==> config.mk <==
export PLATFORM = sky130hd
export DESIGN_NAME = cee_ctrl
export DESIGN_NICKNAME = d
export VERILOG_FILES = /design/src/sv/coulomb_exchange_element_core_assert.svh /design/src/sv/cee_pkg.sv /design/src/sv/cee_ctrl.sv
export SDC_FILE = /design/constraint.sdc
export NUM_CORES = 1
export LEC_CHECK = 0
export BUFFER_PORTS_ARGS = -buffer_cell sky130_fd_sc_hd__buf_4
export CORE_ASPECT_RATIO = 0.6
export CORE_MARGIN = 5
export CORE_UTILIZATION = 25
export DETAILED_ROUTE_END_ITERATION = 10
export GPL_ROUTABILITY_DRIVEN = 0
export SYNTH_ARGS = -nofsm -noshare
export SYNTH_HDL_FRONTEND = slang
export SYNTH_SLANG_ARGS = --single-unit
==> constraint.sdc <==
create_clock -name i_clk -period 2.6 [get_ports i_clk]
set_input_delay 0.13 -clock i_clk [delete_from_list [all_inputs] [get_ports i_clk]]
set_output_delay 0.13 -clock i_clk [all_outputs]
set_load 0.02 [all_outputs]
==> src/sv/coulomb_exchange_element_core_assert.svh <==
// Assertion macros shared by the Coulomb/exchange element core.
`ifndef COULOMB_EXCHANGE_ELEMENT_CORE_ASSERT_SVH
`define COULOMB_EXCHANGE_ELEMENT_CORE_ASSERT_SVH

// Consequent must hold in the same cycle as the antecedent.
`define CEE_ASSERT_SAME(label, ante, cons) \
    label: assert property (@(posedge i_clk) disable iff (!i_rst_n) (ante) |-> (cons)) \
        else $error("same-cycle check failed");

// Consequent must hold in the cycle after the antecedent.
`define CEE_ASSERT_NEXT(label, ante, cons) \
    label: assert property (@(posedge i_clk) disable iff (!i_rst_n) (ante) |=> (cons)) \
        else $error("next-cycle check failed");

`endif

==> src/sv/cee_pkg.sv <==
// Shared types and constants for the Coulomb/exchange element core.
package cee_pkg;

    // pair counters run up to a 5-bit basis count, the occupied counter up to a 4-bit count
    localparam int IDX_W = 5;
    localparam int OCC_W = 4;

    localparam logic [1:0] MODE_LOAD_COEF = 2'd0;
    localparam logic [1:0] MODE_LOAD_REP  = 2'd1;
    localparam logic [1:0] MODE_QUERY     = 2'd2;

    localparam logic [1:0] CFG_BASIS_COUNT    = 2'd0;
    localparam logic [1:0] CFG_OCCUPIED_COUNT = 2'd1;
    localparam logic [1:0] CFG_EXCHANGE_MODE  = 2'd2;
    localparam logic [1:0] CFG_SCALE_FACTOR   = 2'd3;

    typedef struct packed {
        logic             query_start;
        logic             coef_rd;
        logic             coef_first;
        logic             rep_rd;
        logic             rep_mul;
        logic             dens_zero;
        logic             hi_mul;
        logic             lo_mul;
        logic             emit_zero;
        logic [OCC_W-1:0] q;
        logic [IDX_W-1:0] c;
        logic [IDX_W-1:0] d;
    } t_dp_cmd;

    typedef struct packed {
        logic             query_ok;
        logic [IDX_W-1:0] basis_n;
        logic [OCC_W-1:0] occ_n;
    } t_dp_status;

endpackage

==> src/sv/cee_ctrl.sv <==
// Sequencer that walks the (c,d) pairs and the occupied vectors of a query.
module cee_ctrl (
    input  logic                i_clk,
    input  logic                i_rst_n,
    input  logic                i_accept,
    input  logic [1:0]          i_mode,
    input  cee_pkg::t_dp_status i_status,
    output cee_pkg::t_dp_cmd    o_cmd,
    output logic                o_busy
);

    localparam logic [2:0] ST_IDLE    = 3'd0;
    localparam logic [2:0] ST_PAIR    = 3'd1;
    localparam logic [2:0] ST_DRAIN   = 3'd2;
    localparam logic [2:0] ST_SUMWAIT = 3'd3;
    localparam logic [2:0] ST_HI      = 3'd4;
    localparam logic [2:0] ST_LO      = 3'd5;
    localparam logic [2:0] ST_RESWAIT = 3'd6;
    localparam logic [2:0] ST_ZERO    = 3'd7;

    logic [2:0]              r_state, n_state;
    logic [cee_pkg::IDX_W-1:0] r_k, n_k;
    logic [cee_pkg::IDX_W-1:0] r_c, n_c;
    logic [cee_pkg::IDX_W-1:0] r_d, n_d;
    logic                    r_pend, n_pend;
    logic                    k_last;
    logic                    d_last;
    logic                    c_last;
    logic [cee_pkg::IDX_W-1:0] occ_ext;

    assign occ_ext = cee_pkg::IDX_W'(i_status.occ_n);
    // each pair spends occ read slots, then waits for the density to settle
    assign k_last  = (r_k == occ_ext + cee_pkg::IDX_W'(1));
    assign d_last  = (r_d == i_status.basis_n - cee_pkg::IDX_W'(1));
    assign c_last  = (r_c == i_status.basis_n - cee_pkg::IDX_W'(1));
    assign o_busy  = (r_state != ST_IDLE);

    always_comb begin
        n_state = r_state;
        n_k     = r_k;
        n_c     = r_c;
        n_d     = r_d;
        n_pend  = r_pend;
        o_cmd   = '0;
        o_cmd.q = r_k[cee_pkg::OCC_W-1:0];
        o_cmd.c = r_c;
        o_cmd.d = r_d;
        o_cmd.dens_zero = (i_status.occ_n == '0);
        case (r_state)
            ST_IDLE: begin
                if (i_accept && i_mode == cee_pkg::MODE_QUERY) begin
                    o_cmd.query_start = 1'b1;
                    n_k    = '0;
                    n_c    = '0;
                    n_d    = '0;
                    n_pend = 1'b0;
                    if (!i_status.query_ok) begin
                        n_state = ST_ZERO;
                    end else if (i_status.basis_n == '0) begin
                        n_state = ST_HI;
                    end else begin
                        n_state = ST_PAIR;
                    end
                end
            end
            ST_PAIR: begin
                o_cmd.coef_rd    = (r_k < occ_ext);
                o_cmd.coef_first = (r_k == '0);
                o_cmd.rep_rd     = (r_k == '0);
                // the previous pair's density is final in the first slot of this one
                o_cmd.rep_mul    = (r_k == '0) && r_pend;
                if (k_last) begin
                    n_k    = '0;
                    n_pend = 1'b1;
                    if (d_last) begin
                        n_d = '0;
                        if (c_last) begin
                            n_state = ST_DRAIN;
                        end else begin
                            n_c = r_c + cee_pkg::IDX_W'(1);
                        end
                    end else begin
                        n_d = r_d + cee_pkg::IDX_W'(1);
                    end
                end else begin
                    n_k = r_k + cee_pkg::IDX_W'(1);
                end
            end
            ST_DRAIN: begin
                o_cmd.rep_mul = 1'b1;
                n_state = ST_SUMWAIT;
            end
            ST_SUMWAIT: begin
                n_state = ST_HI;
            end
            ST_HI: begin
                o_cmd.hi_mul = 1'b1;
                n_state = ST_LO;
            end
            ST_LO: begin
                o_cmd.lo_mul = 1'b1;
                n_state = ST_RESWAIT;
            end
            ST_RESWAIT: begin
                n_state = ST_IDLE;
            end
            ST_ZERO: begin
                o_cmd.emit_zero = 1'b1;
                n_state = ST_IDLE;
            end
            default: begin
                n_state = ST_IDLE;
            end
        endcase
    end

    always_ff @(posedge i_clk) begin
        if (!i_rst_n) begin
            r_state <= ST_IDLE;
            r_k     <= '0;
            r_c     <= '0;
            r_d     <= '0;
            r_pend  <= 1'b0;
        end else begin
            r_state <= n_state;
            r_k     <= n_k;
            r_c     <= n_c;
            r_d     <= n_d;
            r_pend  <= n_pend;
        end
    end

endmodule

==> out/metrics.yaml, run 1 <==
run_status:
  status: "finished, final reports clean"
worst_hold_path:
  holdCritPathClass: "in -> reg"
placed_design:
  dpl.hpwl_um: 3170
  port_buffers: 38
  place_inst: 312
  dp_slack_ns: 0.279
layout:
  drive_gt1_share_pct: 24.1
  area_delta_synth_final_pct: 26.1
  final_common_cell: "buf_4"
  final_cell_mix: "45 x buf_4, 19 x dfxtp_1, 16 x nand2_1"
  fin_cells: 316
  fin_nets: 259
  antenna_cells: 0
cts:
  cts.path.max_buffers: 2
  clock_latency_ns: 0.26
  cts_num_sinks: 19
  cts_setup_buffers: 0
  clock-root-buffer: "clkbuf_8"
  cts_tree: "done"
  hold_buffers: 0
  cts_max_level: 1
  ctsResizeCount: 0
  numCtsBuffers: 3
  path_clk_slew_ns: 0.08
die:
  die_h_um: 72.1
  fp.dieW_um: 114
  io_pins: 39
  start_util_pct: 26.1
  dieArea_sq_mm: 0.00819
  rows: 22
  coreArea_sq_mm: 0.00617
global_routing:
  grt_pass1_wl_um: 6500
  grt_max_degree: 21
  grt.overflow.total: 0
  antenna_found_initial: 0
  grt_pass1_vias: 1281
  track_usage_pct: 9.78
route:
  drcViolationCount: 0
  wl_met3_um: 257
  drt-met1-wl_um: 2170
  wl_met2_um: 1570
  dr.pass1.iters: 4
  antenna_left: 0
  vias: 1462
  via_per_inst: 4.63
  drtIter0Drc: 99
  wl_per_cell_um: 12.7
  routed.top_layer: "met4"
  wl_um: 4020
critical_path:
  cp_cell_sequence: "o21bai_1 -> o221ai_2 -> a2111oi_4 -> buf_4 -> and2_1 -> nor3b_1 -> mux2_2"
  critPathMaxStageDelay_ns: 0.52
  path_buf_inv: 1
  start_kind: "flop"
  critPathCaptureType: "flop"
  critPathSlowestCell: "dfxtp_1"
  critPathMaxFanout: 10
  crit_type: "reg -> reg"
  required_ns: 2.81
  cp.arrival_ns: 2.47
  crit_family: "compound AO/OA/AOI/OAI gates"
synth:
  synth_cell_types: 52
  seq_area_frac_synth_pct: 23.7
  ys_ff_latch: 19
  syn_inst: 195
  syn_area_sq_mm: 0.00161
  yosysWarningCount: 0
  synth_nets: 221
  synth_edf_count: 0
  synthArstFlopShare_pct: 0
  ys.flop_type: "dfxtp_1"
  avgSynthCellArea_sq_um: 8.25
timing:
  report.final.hold_viol_count: 0
  setup_viol: 0
  finClkSkew_ns: 0.00661
  max_freq_ghz: 0.442
  rsz0062_at_grt: "false"
  hold_slack_ns: 0.219
  tightest_slew_ns: 0.631
  setup_tns_ns: 0
  fin_crit_sh_pct: 87.0
  slew_viol_final: 0
  slew_headroom_pct: 57.5
  layout_setup_ws_ns: 0.337
  fin_crit_ns: 2.26
power:
  power.total_mw: 1.16
  power.leakage_nw: 0.878
  vdd_ir_drop_max_uv: 212
  powerDensity_mw_per_mm2: 574
job:
  maxCapViolations: 0
[synthesized netlist by cell type (all sizes together), types with 2 or more instances]
cell      n  area [sq um]
and3b     2          17.5
o21ai    12          60.1
or4b      2          20.0
a2111oi   2          36.3
inv      12          45.0
and2      5          31.3
nor3      4          25.0
a21o      2          15.0
nor4      3          25.0
nand2b    4          25.0
nand3    11          55.1
a21boi    7          52.6
o31ai     2          15.0
or4       3          22.5
xor2      8          77.6
a21oi     5          28.8
o311a     2          20.0
nor2b     4          25.0
nor3b     4          30.0
xnor2    10          87.6
nand2    16          60.1
clkbuf    6          22.5
nand4b    2          17.5
and3      5          31.3
nor2      8          30.0
dfxtp    19           380
buf       6          45.0
nand4     2          12.5
ha       11           138
[path summary, 6_finish.rpt]
kind / startpoint / endpoint / slack, ns / cells after the start
setup reg to reg: r_k[2] / r_c[0] / 0.34 / 7
setup / recovery: r_k[2] / r_c[0] / 0.34 / 7
hold / removal: i_rst_n / r_k[2] / 0.22 / 2
hold reg to reg: r_pend / r_pend / 0.48 / 2
[final cells by class]
class	count	area (sq um)
multi-input cells	152	1110
well taps	84	105
inverters	12	45.0
flip-flops and latches	19	380
repair buffers	45	338
fillers	665	4140
clock buffers	4	45.0
[registers in the layout, summed over array words and instances (netlist names)]
name / flops
r_c: 5
r_d: 5
r_k: 5
r_pend: 1
r_state: 3
[stage by stage]
stage / util, % / area, sq um
5_1_grt: 32.9 / 2030
2_1_floorplan: - / 1610
3_3_place_gp: 32.2 / 1980
4_1_cts: 32.9 / 2030
6_report: 32.9 / 2030
3_5_place_dp: 32.2 / 1980
[metal layers]
layer | track usage [%] | up-vias
met1 | 15.5 | 654
li1 | - | 772
met4 | 1.20 | 0
met3 | 2.83 | 2
met5 | 0 | -
met2 | 13.0 | 34
[power by group]
part	internal (mW)	switching, mW
Combinational	0.242	0.348
Clock	0.109	0.100
Sequential	0.317	0.0487
Total	0.668	0.497
[cell families (layout without fill, tap and decap cells)]
group / after synthesis / count (layout) / synth area share (%)
AO/OA/AOI/OAI: 43 / 43 / 20.2
buffers and inverters: 24 / 61 / 7.00
adder cells (fa/ha/maj): 11 / 11 / 8.56
multiplexers: 1 / 1 / 0.700
flip-flops: 19 / 19 / 23.7
AND/OR/NAND/NOR: 78 / 78 / 28.2
XOR/XNOR: 19 / 19 / 11.7
No activity file was read; power rests on OpenSTA's default activity.
==> run 2: changes to the inputs <==
ABC_AREA = 1   (was unset)
==> run 2 against run 1 <==
  * Worst setup slack improved by 0.26 ns
  * Global-route usage increased by 1.2 points
  * Total power increased by 39%
  * Worst hold slack got worse by 0.037 ns
  * Synthesized cell count increased by 45%
  * Via count increased by 22%
  * Register-to-register slack improved by 0.40 ns
==> out/metrics.yaml, run 2 <==
critical_path:
  critPathCaptureType: "output pin"
  critPathMaxFanout: 10
  required_ns: 2.47
  crit_type: "reg -> out"
  start_kind: "flop"
  cp.arrival_ns: 1.88
cts:
  numCtsBuffers: 3
  path_clk_slew_ns: 0.05
  cts_max_level: 1
  cts_tree: "done"
  clock_latency_ns: 0.25
  cts_num_sinks: 19
  cts_setup_buffers: 0
  clock-root-buffer: "clkbuf_16"
  ctsResizeCount: 0
  hold_buffers: 0
  cts.path.max_buffers: 2
power:
  powerDensity_mw_per_mm2: 759
  power.total_mw: 1.62
  vdd_ir_drop_max_uv: 268
  power.leakage_nw: 1.04
timing:
  fin_crit_sh_pct: 77.2
  setup_viol: 0
  slew_headroom_pct: 71.0
  fin_crit_ns: 2.01
  hold_slack_ns: 0.182
  tightest_slew_ns: 0.423
  setup_tns_ns: 0
  max_freq_ghz: 0.498
  finClkSkew_ns: 0.00175
  layout_setup_ws_ns: 0.592
  rsz0062_at_grt: "false"
  report.final.hold_viol_count: 0
  slew_viol_final: 0
layout:
  fin_cells: 405
  final_common_cell: "nand2_1"
  fin_nets: 345
  area_delta_synth_final_pct: 25.0
  top_regs: "r_c x5, r_d x5, r_k x5"
  antenna_cells: 0
  fin_area_sq_mm: 0.00213
  final_cell_mix: "79 x nand2_1, 38 x nor2_1, 38 x buf_4"
  drive_gt1_share_pct: 20.1
  final_util_pct: 32.0
die:
  die_h_um: 73.9
  dieArea_sq_mm: 0.00861
  start_util_pct: 25.6
  rows: 23
  fp.dieW_um: 117
  io_pins: 39
  coreArea_sq_mm: 0.00665
synth:
  syn_inst: 282
  yosysWarningCount: 0
  ys_ff_latch: 19
  synth_nets: 308
  synth_commonest_cells: "79 x nand2_1, 38 x nor2_1, 37 x inv_1"
  synthArstFlopShare_pct: 0
  avgSynthCellArea_sq_um: 6.03
  synth_most_common_cell: "nand2_1"
  yosysTopAreaCell: "dfxtp_1"
  synthTopCellsByArea: "dfxtp_1 22%, nand2_1 17%, nor2_1 8.4%"
  syn_area_sq_mm: 0.00170
  synth.top_cell.area_share_pct: 22.4
  synth_edf_count: 0
  ys.flop_type: "dfxtp_1"
  synth_cell_types: 27
  seq_area_frac_synth_pct: 22.4
route:
  drcViolationCount: 0
  antenna_left: 0
  wl_per_cell_um: 11.4
  vias: 1782
  dr.pass1.iters: 4
  drtIter0Drc: 132
  via_per_inst: 4.40
  wl_um: 4630
global_routing:
  grt_pass1_wl_um: 7530
  track_usage_pct: 10.9
  grt_max_degree: 12
  antenna_found_initial: 0
  grt.overflow.total: 0
  grt_pass1_vias: 1596
placed_design:
  port_buffers: 38
  place_inst: 401
  place_area_sq_mm: 0.00205
  dpl.hpwl_um: 3870
  dp_slack_ns: 0.782
job:
  maxCapViolations: 0
run_status:
  status: "finished, final reports clean"
worst_hold_path:
  holdCritPathClass: "in -> reg"
run 2: cell types whose count changed after synthesis, sizes merged, moves of 7 or more:
| cell | previous run | this run |
|---|---|---|
| xnor2 | 10 | 2 |
| nand2 | 16 | 85 |
| a21boi | 7 | 0 |
| inv | 12 | 42 |
| nand3 | 11 | 28 |
| nor2 | 8 | 47 |
run 2: report_power, final:
group | leakage, nW | total (mW) | switching (mW) | internal, mW
sequential | 0.154 | 0.446 | 0.0949 | 0.351
combinational | 0.841 | 0.851 | 0.532 | 0.318
clock | 0.0409 | 0.318 | 0.112 | 0.206
run 2: final timing paths:
check	from	to	slack [ns]	cells after the start
min reg2reg	r_pend	r_pend	0.50	2
max	r_state[0]	o_cmd[18]	0.59	9
min	i_rst_n	r_c[1]	0.18	3
max reg2reg	r_k[0]	r_c[0]	0.74	14
run 2: worst max-delay path: stages (launching register included):
cell     delay (ns)
dfxtp_1        0.39
inv_2          0.08
nor2_2         0.09
inv_2          0.07
nor2_8         0.17
inv_2          0.13
nor3_1         0.27
nand2_1        0.14
o21ai_0        0.11
buf_4          0.17
run 2: metal layers:
layer	track usage, %	wire (um)	vias up
met5	0	0	-
met4	0.901	0	0
met3	3.29	315	0
met2	15.5	1820	43
met1	16.8	2490	787
li1	-	-	952
run 2: layout make-up:
| class | instances | area [sq um] |
|---|---|---|
| Clock buffer | 3 | 75.1 |
| Clock inverter | 1 | 5.00 |
| Fill cell | 739 | 4520 |
| Inverter | 42 | 158 |
| Multi-Input combinational cell | 215 | 1110 |
| Sequential cell | 19 | 380 |
| Tap cell | 87 | 109 |
| Timing Repair Buffer | 38 | 285 |
run 2: kinds of logic (layout without fill, tap and decap cells):
kind of cell | count (synthesis) | after routing | share of synthesized area, %
fa+ha+maj | 11 | 11 | 8.09
flops | 19 | 19 | 22.4
buf+inv | 48 | 84 | 12.1
simple gates | 175 | 175 | 47.4
compound gates | 24 | 24 | 7.43
xor+xnor | 5 | 5 | 2.57
==> run 3: changes to the inputs <==
ABC_AREA = 0   (was 1)
clock period = 1.99 ns   (was 2.6 ns; I/O delays follow)
==> run 3 against run 2 <==
  * The run now ends with negative setup slack left
  * Core utilization up 7.7 points
  * Largest cell class unchanged
  * Register-to-register slack worse by 0.80 ns
  * Wire length up 4.4%
  * Cell area up 15%
==> out/metrics.yaml, run 3 (synthesized netlist as in run 1, its figures left out) <==
critical_path:
  critPathCaptureType: "flop"
  critPathSlowestCell: "a2111oi_4"
  cp.arrival_ns: 2.25
  critPathMaxFanout: 5
  cp_cell_sequence: "buf_4 -> inv_4 -> o221ai_4 -> a2111oi_4 -> buf_4 -> nand3_1 -> or4_1 -> a21boi_1"
  crit_type: "reg -> reg"
  crit_family: "compound AO/OA/AOI/OAI gates"
  start_kind: "flop"
  cp_common_cell: "buf_4"
  path_buf_inv: 3
  required_ns: 2.19
  critPathMaxStageDelay_ns: 0.48
run_status:
  violations: "negative setup slack"
  status: "finished, violations left"
layout:
  antenna_cells: 0
  final_common_cell: "buf_4"
  final_cell_mix: "80 x buf_4, 17 x dfxtp_1, 14 x nand2_1"
  seqCellArea_sq_um: 383
  area_delta_synth_final_pct: 52.1
  multiInputGateArea_sq_mm: 0.00125
  final_util_pct: 39.7
  fin_cells: 352
  fin_nets: 295
  top_regs: "r_c x5, r_d x5, r_k x5"
  nFillCells: 627
  drive_gt1_share_pct: 41.4
timing:
  fin_crit_sh_pct: 103
  fin_crit_ns: 2.05
  finClkSkew_ns: 0.00745
  rsz0062_at_grt: "true"
  slew_viol_final: 0
  max_freq_ghz: 0.488
  slew_headroom_pct: 54.5
  setup_viol: 3
  report.final.hold_viol_count: 0
  layout_setup_ws_ns: -0.0590
  tightest_slew_ns: 0.678
power:
  power.leakage_nw: 1.09
  seq_power_share_pct: 23.6
  vdd_ir_drop_max_uv: 324
  powerDensity_mw_per_mm2: 744
  pwr-share-clk_pct: 15.3
  cellInternalPower_mw: 1.04
  switchingPower_mw: 0.774
  comb_power_share_pct: 61.1
  switching_share_pct: 42.6
die:
  rows: 22
  coreArea_sq_mm: 0.00617
  io_pins: 39
  start_util_pct: 26.1
  die_h_um: 72.1
  dieArea_sq_mm: 0.00819
  fp.dieW_um: 114
cts:
  cts_num_sinks: 19
  clock-root-buffer: "clkbuf_8"
  cts.path.max_buffers: 2
  clock_latency_ns: 0.26
  path_clk_slew_ns: 0.08
  numCtsBuffers: 3
  cts_tree: "done"
  cts_max_level: 1
global_routing:
  grt_pass1_vias: 1543
  antenna_found_initial: 0
  grt.overflow.total: 0
  grt_max_degree: 21
  track_usage_pct: 11.7
  grt_pass1_wl_um: 7760
route:
  drcViolationCount: 0
  dr.pass1.iters: 6
  vias: 1651
  wl_um: 4830
  via_per_inst: 4.69
  antenna_left: 0
  drtIter0Drc: 135
  wl_per_cell_um: 13.7
worst_hold_path:
  holdCritPathClass: "in -> reg"
placed_design:
  port_buffers: 38
  dpl.hpwl_um: 3790
  place_inst: 342
job:
  maxCapViolations: 0
==> run 3: changes by cell type in the layout (fill, tap and decap cells not counted), sizes merged, moves of 6 or more <==
| cell | before | now |
|---|---|---|
| a21boi | 0 | 7 |
| a21oi | 11 | 5 |
| buf | 38 | 81 |
| inv | 42 | 12 |
| nand2 | 85 | 16 |
| nand3 | 28 | 11 |
| nor2 | 47 | 8 |
| xnor2 | 2 | 10 |
==> run 3: cell type report <==
cell class	instances	area share, %
multi-input combinational	152	51.2
timing repair buffer	81	25.0
sequential	19	15.7
tap	84	4.30
inverter	12	1.94
clock buffer	3	1.69
clock inverter	1	0.205
==> run 3: path summary, 6_finish.rpt <==
| path | end | startpoint | slack (ns) | depth (start not counted) |
|---|---|---|---|---|
| worst min-delay path | r_k[2] | i_rst_n | 0.18 | 2 |
| worst max-delay path | r_c[2] | r_k[2] | -0.06 | 8 |
| worst min register to register | r_pend | r_pend | 0.49 | 2 |
| worst max register to register | r_c[2] | r_k[2] | -0.06 | 8 |
==> run 3: what timing repair did <==
action,in CTS,in global routing
setup buffers,2,4
resized for setup,6,18
endpoints found under the setup margin,8,13
pin swaps,7,7
gates cloned,0,0
hold buffers,0,0
==> run 3: layer usage <==
layer | global-route usage [%] | vias up | share of wire [%]
li1 | - | 843 | -
met1 | 17.9 | 767 | 51
met2 | 16.4 | 39 | 42
met3 | 3.08 | 2 | 5.5
met4 | 2.27 | 0 | 0.64
met5 | 0 | - | 0
==> run 3: stage by stage <==
stage / setup TNS [ns] / hold WS, ns / instance area [sq um] / power, mW / setup WS [ns]
final: -0.120 / 0.182 / 2440 / 1.82 / -0.0590
after global routing: -0.862 / 0.175 / 2440 / 1.95 / -0.144
after CTS: -0.0131 / 0.177 / 2320 / 1.75 / -0.0131
after detailed placement: -1.55 / 0.455 / 2230 / 1.45 / -0.188
after global placement: -1.11 / 0.458 / 2230 / 1.44 / -0.143
after floorplan: -0.129 / 0.240 / 1630 / 1.02 / -0.0719
==> run 3: power by group through the flow <==
stage	Sequential, mW	Combinational (mW)	Clock (mW)
after floorplan	0.449	0.573	0
after global placement	0.438	1.00	0
after detailed placement	0.438	1.01	0
after CTS	0.429	1.03	0.287
after global routing	0.434	1.21	0.313
final	0.429	1.11	0.279
